`src/hdl/lcm_pkg.sv`:
```
`timescale 1ns / 1ps
`default_nettype none

package lcm_pkg;

  // Command beat, byte 0 in the low lane.
  typedef struct packed {
    logic [7:0] b3;
    logic [7:0] b2;
    logic [7:0] b1;
    logic [7:0] b0;
  } cmd_bytes_t;

  // Mode codes carried in byte 3 bits 7..5.
  localparam logic [2:0] ModeSecondA = 3'd0;
  localparam logic [2:0] ModeFirstA  = 3'd1;
  localparam logic [2:0] ModeMerged  = 3'd4;
  localparam logic [2:0] ModeSecondB = 3'd5;
  localparam logic [2:0] ModeFirstB  = 3'd6;

  localparam logic [15:0] CrcInit = 16'hFFFF;
  localparam logic [15:0] CrcPoly = 16'hA001;

  // One byte of the check. The shift keeps bit 15 (arithmetic shift).
  function automatic logic [15:0] crc_byte(input logic [15:0] crc, input logic [7:0] data);
    logic [15:0] r;
    logic        low;
    r = crc ^ {8'h00, data};
    for (int k = 0; k < 8; k++) begin
      low = r[0];
      r   = {r[15], r[15:1]};
      if (low) begin
        r = r ^ CrcPoly;
      end
    end
    return r;
  endfunction

  // Check state after the fixed packet prefix 00 00 01.
  localparam logic [15:0] CrcPrefix = crc_byte(crc_byte(crc_byte(CrcInit, 8'h00), 8'h00), 8'h01);

endpackage

`default_nettype wire

```
`src/hdl/lcm_cmd_if.sv`:
```
`timescale 1ns / 1ps
`default_nettype none

interface lcm_cmd_if;
  logic       valid;
  logic       ready;
  logic [7:0] cmd_byte0;
  logic [7:0] cmd_byte1;
  logic [7:0] cmd_byte2;
  logic [7:0] cmd_byte3;

  modport source (output valid, cmd_byte0, cmd_byte1, cmd_byte2, cmd_byte3, input ready);
  modport sink (input valid, cmd_byte0, cmd_byte1, cmd_byte2, cmd_byte3, output ready);
endinterface

`default_nettype wire

```
`src/hdl/lcm_res_if.sv`:
```
`timescale 1ns / 1ps
`default_nettype none

interface lcm_res_if;
  logic        valid;
  logic        ready;
  logic [7:0]  out_byte0;
  logic [7:0]  out_byte1;
  logic [7:0]  out_byte2;
  logic [7:0]  out_byte3;
  logic [15:0] crc_value;

  modport source (output valid, out_byte0, out_byte1, out_byte2, out_byte3, crc_value,
                  input ready);
  modport sink (input valid, out_byte0, out_byte1, out_byte2, out_byte3, crc_value,
                output ready);
endinterface

`default_nettype wire

```
`src/hdl/lcm_merge.sv`:
```
`timescale 1ns / 1ps
`default_nettype none

module lcm_merge
  import lcm_pkg::*;
(
  input  wire logic       clk,
  input  wire logic       rst,
  input  wire logic       accept,
  input  wire cmd_bytes_t cmd_in,
  output cmd_bytes_t      cmd_out
);

  logic [1:0] led_active;        // bit 0 first LED, bit 1 second LED
  logic [1:0] led_active_next;
  cmd_bytes_t saved_first;
  cmd_bytes_t saved_first_next;
  cmd_bytes_t saved_second;
  cmd_bytes_t saved_second_next;

  logic [2:0] mode;
  logic       hit_first;
  logic       hit_second;
  logic       is_off;
  cmd_bytes_t sel;

  assign mode       = cmd_in.b3[7:5];
  assign hit_first  = (mode == ModeFirstA) || (mode == ModeFirstB);
  assign hit_second = (mode == ModeSecondA) || (mode == ModeSecondB);
  assign is_off     = (cmd_in.b3[4:2] == 3'b000);

  always_comb begin
    led_active_next   = led_active;
    saved_first_next  = saved_first;
    saved_second_next = saved_second;
    sel               = cmd_in;
    if (cmd_in.b0 == 8'h00) begin
      if (is_off) begin
        led_active_next = led_active & ~{hit_second, hit_first};
        if (led_active_next != 2'b00) begin
          sel = (led_active_next == 2'b01) ? saved_first : saved_second;
        end
      end else begin
        led_active_next = led_active | {hit_second, hit_first};
        if (hit_first) begin
          saved_first_next = cmd_in;
        end
        if (hit_second) begin
          saved_second_next = cmd_in;
        end
      end
      // Both lit: blend the two saved commands, mode forced to merged.
      if (led_active_next == 2'b11) begin
        sel.b1 = saved_second_next.b1;
        sel.b2 = {saved_first_next.b2[7:1], saved_second_next.b2[0]};
        sel.b3 = {ModeMerged, sel.b3[4:2], saved_first_next.b3[1:0]};
      end
    end
    cmd_out = sel;
  end

  always_ff @(posedge clk) begin
    if (rst) begin
      led_active <= 2'b00;
    end else if (accept) begin
      led_active <= led_active_next;
    end
  end

  always_ff @(posedge clk) begin
    if (accept) begin
      saved_first  <= saved_first_next;
      saved_second <= saved_second_next;
    end
  end

`ifndef ASSERT_OFF
  a_merge_mode: assert property (@(posedge clk) disable iff (rst)
    accept && (cmd_in.b0 == 8'h00) && (led_active_next == 2'b11)
      |-> (cmd_out.b3[7:5] == ModeMerged))
    else $error("merged command without merged mode");

  a_passthru: assert property (@(posedge clk) disable iff (rst)
    accept && (cmd_in.b0 != 8'h00) |=> $stable(led_active))
    else $error("LED state moved on a non-LED command");

  a_off_first: assert property (@(posedge clk) disable iff (rst)
    accept && (cmd_in.b0 == 8'h00) && is_off && hit_first |=> !led_active[0])
    else $error("first LED still lit after its off command");
`endif

endmodule

`default_nettype wire

```
`src/hdl/lcm_crc.sv`:
```
`timescale 1ns / 1ps
`default_nettype none

module lcm_crc
  import lcm_pkg::*;
(
  input  wire cmd_bytes_t  cmd,
  output logic [15:0]      crc
);

  // Prefix bytes are folded into a constant; the rest collapses to an XOR tree.
  always_comb begin
    crc = crc_byte(crc_byte(crc_byte(CrcPrefix, cmd.b0), cmd.b1), cmd.b2);
  end

endmodule

`default_nettype wire

```
`src/hdl/led_command_merge_crc_framer.sv`:
```
`timescale 1ns / 1ps
`default_nettype none
// LED command merge and check framer.
// cmd (sink): one 4-byte output command per beat. res (source): the final
// 4 command bytes plus the 16-bit packet check over 00 00 01 b0 b1 b2.
// Commands with byte 0 equal to zero go through the LED merge: "off" clears
// the addressed LED and substitutes a still-lit LED's saved command, "on"
// saves the command; with both LEDs lit the saved commands are blended and
// the mode forced to 4. Other commands pass through untouched.
// The merge runs on the incoming beat and lands in a stage register; the
// check is an XOR tree from that register into the output register.
// Throughput: one beat per cycle while res.ready is high, set by the
// two-register pipeline with no shared unit.
// Reset (rst, synchronous): both LEDs inactive, pipeline emptied.
// Stall: while res.ready is low the output beat holds; one more beat is
// taken into the stage register, then cmd.ready drops until res moves.
module led_command_merge_crc_framer
  import lcm_pkg::*;
(
  input  wire logic clk,
  input  wire logic rst,
  lcm_cmd_if.sink   cmd,
  lcm_res_if.source res
);

  cmd_bytes_t  cmd_in;
  cmd_bytes_t  merged;
  logic        accept;

  logic        stg_valid;
  cmd_bytes_t  stg;
  logic [15:0] stg_crc;
  logic        stg_adv;

  logic        out_valid;
  cmd_bytes_t  out_bytes;
  logic [15:0] out_crc;

  assign cmd_in  = '{b3: cmd.cmd_byte3, b2: cmd.cmd_byte2, b1: cmd.cmd_byte1,
                     b0: cmd.cmd_byte0};
  assign stg_adv = stg_valid && (!out_valid || res.ready);
  assign cmd.ready = !stg_valid || stg_adv;
  assign accept  = cmd.valid && cmd.ready;

  lcm_merge u_merge (
    .clk     (clk),
    .rst     (rst),
    .accept  (accept),
    .cmd_in  (cmd_in),
    .cmd_out (merged)
  );

  lcm_crc u_crc (
    .cmd (stg),
    .crc (stg_crc)
  );

  // Stage register: merged command bytes.
  always_ff @(posedge clk) begin
    if (rst) begin
      stg_valid <= 1'b0;
    end else if (cmd.ready) begin
      stg_valid <= cmd.valid;
    end
  end

  always_ff @(posedge clk) begin
    if (accept) begin
      stg <= merged;
    end
  end

  // Output register: bytes and check.
  always_ff @(posedge clk) begin
    if (rst) begin
      out_valid <= 1'b0;
    end else if (!out_valid || res.ready) begin
      out_valid <= stg_valid;
    end
  end

  always_ff @(posedge clk) begin
    if (stg_adv) begin
      out_bytes <= stg;
      out_crc   <= stg_crc;
    end
  end

  assign res.valid     = out_valid;
  assign res.out_byte0 = out_bytes.b0;
  assign res.out_byte1 = out_bytes.b1;
  assign res.out_byte2 = out_bytes.b2;
  assign res.out_byte3 = out_bytes.b3;
  assign res.crc_value = out_crc;

`ifndef ASSERT_OFF
  a_reset_empty: assert property (@(posedge clk)
    rst |=> !stg_valid && !out_valid)
    else $error("pipeline not empty after reset");

  a_full_take: assert property (@(posedge clk) disable iff (rst)
    accept && stg_valid |-> stg_adv)
    else $error("beat taken into an occupied stage");

  a_adv_out: assert property (@(posedge clk) disable iff (rst)
    stg_adv |=> out_valid)
    else $error("stage moved but no output beat");
`endif

endmodule

`default_nettype wire
```
`src/flat_wrapper.sv`:
```
// flat-port wrapper written by rule: the top's interface ports become plain ports
module led_command_merge_crc_framer_flat import lcm_pkg::*;
  (clk, rst, cmd_valid, cmd_cmd_byte0, cmd_cmd_byte1, cmd_cmd_byte2, cmd_cmd_byte3, cmd_ready, res_valid, res_out_byte0, res_out_byte1, res_out_byte2, res_out_byte3, res_crc_value, res_ready);
  lcm_cmd_if cmd_i ();
  lcm_res_if res_i ();
  input  wire logic clk;
  input  wire logic rst;
  input wire logic [$bits(cmd_i.valid)-1:0] cmd_valid;
  input wire logic [$bits(cmd_i.cmd_byte0)-1:0] cmd_cmd_byte0;
  input wire logic [$bits(cmd_i.cmd_byte1)-1:0] cmd_cmd_byte1;
  input wire logic [$bits(cmd_i.cmd_byte2)-1:0] cmd_cmd_byte2;
  input wire logic [$bits(cmd_i.cmd_byte3)-1:0] cmd_cmd_byte3;
  output wire logic [$bits(cmd_i.ready)-1:0] cmd_ready;
  output wire logic [$bits(res_i.valid)-1:0] res_valid;
  output wire logic [$bits(res_i.out_byte0)-1:0] res_out_byte0;
  output wire logic [$bits(res_i.out_byte1)-1:0] res_out_byte1;
  output wire logic [$bits(res_i.out_byte2)-1:0] res_out_byte2;
  output wire logic [$bits(res_i.out_byte3)-1:0] res_out_byte3;
  output wire logic [$bits(res_i.crc_value)-1:0] res_crc_value;
  input wire logic [$bits(res_i.ready)-1:0] res_ready;
  assign cmd_i.valid = cmd_valid;
  assign cmd_i.cmd_byte0 = cmd_cmd_byte0;
  assign cmd_i.cmd_byte1 = cmd_cmd_byte1;
  assign cmd_i.cmd_byte2 = cmd_cmd_byte2;
  assign cmd_i.cmd_byte3 = cmd_cmd_byte3;
  assign cmd_ready = cmd_i.ready;
  assign res_valid = res_i.valid;
  assign res_out_byte0 = res_i.out_byte0;
  assign res_out_byte1 = res_i.out_byte1;
  assign res_out_byte2 = res_i.out_byte2;
  assign res_out_byte3 = res_i.out_byte3;
  assign res_crc_value = res_i.crc_value;
  assign res_i.ready = res_ready;
  led_command_merge_crc_framer u_core (.clk(clk), .rst(rst), .cmd(cmd_i), .res(res_i));
endmodule
```
`config.mk`:
```
export PLATFORM = sky130hd
export DESIGN_NAME = led_command_merge_crc_framer_flat
export DESIGN_NICKNAME = d
export VERILOG_FILES = /design/src/hdl/lcm_pkg.sv /design/src/hdl/lcm_cmd_if.sv /design/src/hdl/lcm_res_if.sv /design/src/hdl/lcm_merge.sv /design/src/hdl/lcm_crc.sv /design/src/hdl/led_command_merge_crc_framer.sv /design/src/flat_wrapper.sv
export SDC_FILE = /design/constraint.sdc
export NUM_CORES = 1
export LEC_CHECK = 0
export BUFFER_PORTS_ARGS = -buffer_cell sky130_fd_sc_hd__clkbuf_2
export CORE_MARGIN = 3
export CORE_UTILIZATION = 45
export CTS_CLUSTER_SIZE = 25
export DETAILED_ROUTE_END_ITERATION = 8
export GPL_TIMING_DRIVEN = 1
export PLACE_DENSITY_LB_ADDON = 0.12
export RECOVER_POWER = 25
export SYNTH_ARGS = -nofsm -noshare
export SYNTH_HDL_FRONTEND = slang
export SYNTH_HIERARCHICAL = 1
export SYNTH_SLANG_ARGS = --single-unit
```
`constraint.sdc`:
```
create_clock -name clk -period 2.9 [get_ports clk]
set_input_delay 0.145 -clock clk [delete_from_list [all_inputs] [get_ports clk]]
set_output_delay 0.145 -clock clk [all_outputs]
set_load 0.005 [all_outputs]
```
# --- Yosys cells after proc, flatten, opt, wreduce, memory -nomap -nowiden ---
# Cells that the tools add are included.
totals:
  register_bits: 148
  in_bits: 36
  out_inout_bits: 50
  wordCells: 109
op_classes:
  eq_ne: 5
  n_mux: 35
  bitwise: 31
  reduce_logical: 15
op_table:
  columns: ["operator", "count"]
  rows:
  - ["2-to-1 mux 16 bit", 24]
  - ["2-to-1 mux 32 bit", 4]
  - ["NOT 3 bit", 24]
  - ["2-to-1 mux 26 bit", 2]
  - ["2-to-1 mux 17 bit", 2]
  - ["XOR 16 x 8 -> 16 bit", 2]
  - ["2-to-1 mux 24 bit", 1]
  - ["NOT 4 -> 10 bit", 1]
  - ["zero test 8 bit", 1]
  - ["AND reduction 4 bit", 2]
  - ["== test 3 bit (second input constant)", 2]
  - ["zero test 3 bit", 2]
  - ["logical OR 1 bit", 4]
  - ["2-to-1 mux 2 bit", 2]
  - ["== test 3 x 1 -> 1 bit (second input constant)", 1]
  - ["bitwise AND 2 bit", 1]
  - ["== test 2 x 1 -> 1 bit (second input constant)", 1]
  - ["== test 2 bit (second input constant)", 1]
  - ["logical AND 1 bit", 2]
  - ["zero test 1 bit", 2]
  - ["NOT 2 bit", 1]
  - ["bitwise OR 2 bit", 1]
  - ["AND reduction 2 bit", 1]
  - ["nonzero test 2 bit", 1]
  - ["NOT 1 bit", 1]

# --- Depth between registers and ports, before layout ---
depth:
  word_depth: 51
  ltp_mapped: 8
  mapped_depth_nobuf: 5

# --- Cells and area by module ---
# Netlist, hierarchy kept.
by_module_without_submodules:
  columns: ["module", "n_inst", "cells_per_inst", "area_each_um2", "seq_area_each_um2"]
  rows:
  - ["lcm_merge", 1, 296, 3530.9, 1961.9]
  - ["led_command_merge_crc_framer", 1, 90, 2506.2, 2442.3]
  - ["lcm_crc", 1, 73, 840.8, 0.0]

# --- Least setup slack after synthesis ---
# No wires, ideal clock.
synth_path:
  path_type: "input port to flip-flop"
  from: "input cmd_cmd_byte3[5]"
  to: "register u_core/u_merge/saved_first[0] in the netlist's numbering (enable)"
  setup_ns: 0.403
  t_arrival_ns: 2.002
  required_time_ns: 2.497
  slack_ns: 0.495
  stages: 5
  path_buffers: 2
  cell_sequence: "buf_6 or3b_1 a21o_1 buf_4 nor2_1"
synth_via:
  elab_chain_len: 3
  elab_cells_between_ends: 4
  classes_between: "eq/ne (2); reduce/logical (2)"
synth_lines:
  columns: ["element", "line", "rtl"]
  rows:
  - ["from (decl)", "flat_wrapper.sv:12", "input wire logic [$bits(cmd_i.cmd_byte3)-1:0] cmd_cmd_byte3;"]
  - ["== test 3 x 1 -> 1 bit / == test 3 bit (equally long branches)", "lcm_merge.sv:28", "assign hit_first = (mode == ModeFirstA) || (mode == ModeFirstB);"]
  - ["logical OR 1 bit *", "lcm_merge.sv:28", null]
  - ["AND reduction 4 bit (no source line) *", null, null]
  - ["to (signal assigned)", "lcm_merge.sv:72", "saved_first <= saved_first_next;"]
  - ["to (decl)", "lcm_merge.sv:16", "cmd_bytes_t saved_first;"]
# Mark *: on every way between the ends. The rest lies on a longest branch, timed or not.
# A chain may end at the register's enable or synchronous reset.

# --- Worst setup path after layout ---
layout_path:
  from: "register u_core/stg[15] in the netlist's numbering"
  to: "register u_core.out_crc[11], in the netlist u_core/res.crc_value[11], data pin"
layout_via:
  elab_chain_len: 24
layout_lines:
  columns: ["element", "line", "rtl"]
  rows:
  - ["from (decl)", "led_command_merge_crc_framer.sv:31", "cmd_bytes_t stg;"]
  - ["from (signal assigned)", "led_command_merge_crc_framer.sv:69", "stg <= merged;"]
  - ["XOR 16 x 8 -> 16 bit *", "lcm_pkg.sv:28", "r = crc ^ {8'h00, data};"]
  - ["2-to-1 mux 16 bit * (6 in a row)", "lcm_pkg.sv:32", "if (low) begin"]
  - ["NOT 3 bit (no source line)", null, null]
  - ["2-to-1 mux 16 bit * (2 in a row)", "lcm_pkg.sv:32", null]
  - ["XOR 16 x 8 -> 16 bit *", "lcm_pkg.sv:28", null]
  - ["NOT 3 bit (no source line)", null, null]
  - ["2-to-1 mux 16 bit *", "lcm_pkg.sv:32", null]
  - ["NOT 3 bit (no source line)", null, null]
  - ["2-to-1 mux 16 bit *", "lcm_pkg.sv:32", null]
  - ["NOT 3 bit (no source line)", null, null]
  - ["2-to-1 mux 16 bit *", "lcm_pkg.sv:32", null]
  - ["NOT 3 bit (no source line)", null, null]
  - ["2-to-1 mux 16 bit * (2 in a row)", "lcm_pkg.sv:32", null]
  - ["NOT 3 bit (no source line)", null, null]
  - ["2-to-1 mux 16 bit * (3 in a row)", "lcm_pkg.sv:32", null]
  - ["named net u_core.stg_crc[11]", "led_command_merge_crc_framer.sv:32", "logic [15:0] stg_crc;"]
  - ["to (signal assigned)", "led_command_merge_crc_framer.sv:85", "out_crc <= stg_crc;"]
  - ["to (decl)", "led_command_merge_crc_framer.sv:37", "logic [15:0] out_crc;"]
# The timed path passes the listed nets; every way through them passes the cells marked *.

==> results.tsv <==
metric	value	unit
fin_crit	2.487	ns
drt_first_pass_iters	5	
synth_area	6878	um^2
cts_setup_buffers	0	
synth_warnings	6	
tritoncts	done	
leakagePower	2.982	nW
slowest_delay	0.50	ns
setup_viol	0	
insertion_delay	0.42	ns
rsz0062_at_grt	false	
grt_use_total	0.1869	
final_common_cell	edfxtp_1	
clock_path_buffers	2	
ys_types	61	
grt_pass1_vias	4190	
regToRegStartpoint	u_core/stg[15]	
finClkSkew	0.006972	ns
synth_top_flop_cell	edfxtp_1	
synth.net_count	495	
drc	0	
crit_type	reg2reg	
tightestPinTransition	0.7192	ns
seq_area_frac_synth	0.6403	
ios	86	
endpoint_kind	flop	
whs_path_depth	3	
grt_pass1_wl	23.53	mm
vias	4191	
drive_above_1_share	0.1997	
ant_nets	0	
cp.required	3.06	ns
hold_violations	0	
hold_end	u_core/res.valid	
rows	44	
critical_path_peak_fanout	4	
ctsHoldBuffers	31	
max-vdd-ir-drop	0.3810	mV
synth_seq_cells	148	
outcome	finished, final reports clean	
slew_headroom	0.5205	
coreArea	14750	um^2
drt-total-wl	15.07	mm
clk_pin_slew_worst_paths	0.06	ns
area_delta_synth_final	21.07	%
async_reset_ff_frac	0	
drt_iter0_markers	310	
nets	619	
fmax	402.1	MHz
rr_worst_depth	5	
die-area	16800	um^2
fin_hold_ws	0.03744	ns
viasPerCell	5.373	
gp_congestion	0.7761	
finalCritPeriodShare	0.8575	
ctsHtreeMaxLevel	4	
synthCells	459	
num_antenna_cells	0	
cap_violations	0	
setup_tns	0	ns
worstHoldStart	res_ready	
synth.avg_cell_area	14.98	um^2
grt-ovfl-total	0	
layout_common_cells	144 x edfxtp_1, 52 x clkbuf_2, 40 x xnor2_1	
post_drt_wl_per_cell	19.32	um
start_kind	flop	
place.detailed.hpwl	9.750	mm
p_per_area	660.6	nW/um^2
regToRegEndpoint	u_core/res.crc_value[11]	
cpMostUsedCell	xnor3_1	
cp.arrival	2.65	ns
hp-class	in2reg	
slowest_stage	edfxtp_1	
port_buffers	85	
antenna_found_initial	0	
drv_slew	0	
cts_resized	0	
cts.sinks	148	
grt_start_max_net_pins	49	
synth_edf_count	144	
path_cells	xor2_1, xnor3_1, xnor2_2, xnor3_2, xnor3_1	
r2r_slack	0.41	ns
die_w	129.6	um
die_h	129.6	um
cts_root_buffer	clkbuf_16	
initial_utilization	0.4662	
cts_buffers	17	
==> critical path: cells and delay by family, from the launching register on <==
kind / cells / cell delay [ns]
flops: 1 / 0.50
xor+xnor: 5 / 1.74
==> flip-flops by register name, summed over array words and instances, names as in the netlist <==
signal                       count
u_core/res.crc_value            16
u_core/u_merge/saved_second     32
u_core/res.out_byte0             8
u_core/u_merge/saved_first      32
u_core/res.valid                 1
u_core/stg                      32
u_core/stg_valid                 1
u_core/res.out_byte2             8
u_core/res.out_byte3             8
u_core/res.out_byte1             8
u_core/u_merge/led_active        2
==> worst max path at each step <==
| stage | startpoint | to | slack (ns) | cells past startpoint |
|---|---|---|---|---|
| floorplan | cmd_cmd_byte3[5] | u_core/u_merge/saved_first[0] | 0.50 | 5 |
| detailed placement | u_core/stg[15] | u_core/res.crc_value[11] | 0.40 | 5 |
| finish | u_core/stg[15] | u_core/res.crc_value[11] | 0.41 | 5 |
| CTS | u_core/stg[15] | u_core/res.crc_value[11] | 0.40 | 5 |
| global placement | u_core/stg[15] | u_core/res.crc_value[11] | 0.39 | 5 |
| global route | cmd_cmd_byte3[2] | u_core/stg[23] | 0.27 | 7 |
==> metrics by stage <==
stage	util	cells	cell area, um^2	power [mW]	setup slack [ns]
floorplan	-	459	6878	3.240	0.4952
global placement	0.5088	717	7507	3.472	0.3945
detailed placement	0.5088	717	7507	3.477	0.3993
CTS	0.5672	780	8368	5.569	0.3960
global route	0.5644	780	8327	5.741	0.2679
finish	0.5644	780	8327	5.500	0.4131
==> per-layer routing <==
layer / global-route usage / vias to the layer above / wire, um
met3: 0.04040 / 19 / 570
met4: 0.06785 / 0 / 245
li1: - / 2015 / -
met2: 0.2978 / 115 / 7256
met1: 0.2544 / 2042 / 7000
met5: 0 / - / 0
==> cells by family (layout without fill, tap and decap cells) <==
group | Yosys count | count (layout) | share of synthesized area
flops | 148 | 148 | 0.6404
buf+inv | 46 | 183 | 0.03093
xor+xnor | 74 | 74 | 0.1246
compound gates | 78 | 78 | 0.08641
mux | 28 | 28 | 0.04184
simple gates | 85 | 85 | 0.07586
==> synthesized netlist by cell type (2+ instances only) <==
| cell type | instances | share of area |
|---|---|---|
| o21bai_1 | 11 | 0.012 |
| mux2i_1 | 22 | 0.032 |
| buf_6 | 3 | 0.0049 |
| dfxtp_1 | 4 | 0.012 |
| inv_1 | 21 | 0.011 |
| xor2_2 | 3 | 0.0071 |
| nand3_1 | 13 | 0.0095 |
| xnor3_2 | 3 | 0.010 |
| or3_1 | 2 | 0.0018 |
| o22a_1 | 12 | 0.015 |
| edfxtp_1 | 144 | 0.63 |
| o31ai_1 | 6 | 0.0065 |
| nand3_2 | 2 | 0.0029 |
| a32oi_1 | 12 | 0.015 |
| and4b_1 | 2 | 0.0029 |
| o21ai_0 | 14 | 0.010 |
| clkbuf_1 | 12 | 0.0065 |
| a21oi_1 | 3 | 0.0022 |
| mux2_2 | 4 | 0.0065 |
| and3_1 | 8 | 0.0073 |
| buf_4 | 2 | 0.0022 |
| mux2_1 | 2 | 0.0033 |
| xnor3_1 | 4 | 0.013 |
| nor4bb_1 | 2 | 0.0029 |
| a221oi_1 | 2 | 0.0025 |
| nand3b_1 | 2 | 0.0022 |
| o21a_1 | 2 | 0.0022 |
| nor3_1 | 18 | 0.013 |
| buf_2 | 8 | 0.0058 |
| xnor2_1 | 40 | 0.051 |
| nor2_1 | 6 | 0.0033 |
| nand2_1 | 10 | 0.0055 |
| a211oi_1 | 6 | 0.0065 |
| xor2_1 | 16 | 0.020 |
| xnor2_2 | 5 | 0.012 |
| nor4_1 | 8 | 0.0073 |
==> where the power goes <==
part	switching, mW	internal [mW]	leakage [nW]
logic	0.396	0.465	1.35
clock network	0.802	1.25	0.264
registers	0.0556	2.53	1.37
==> cell type report <==
cell class | count | area [um^2]
fill | 1232 | 6427
timing repair buffer | 130 | 799.5
clock inverter | 12 | 113.9
multi-input combinational | 265 | 2263
inverter | 21 | 78.83
sequential | 148 | 4404
tap | 184 | 230.2
clock buffer | 20 | 436.7
Note: power is estimated with default switching activity, not from simulation.
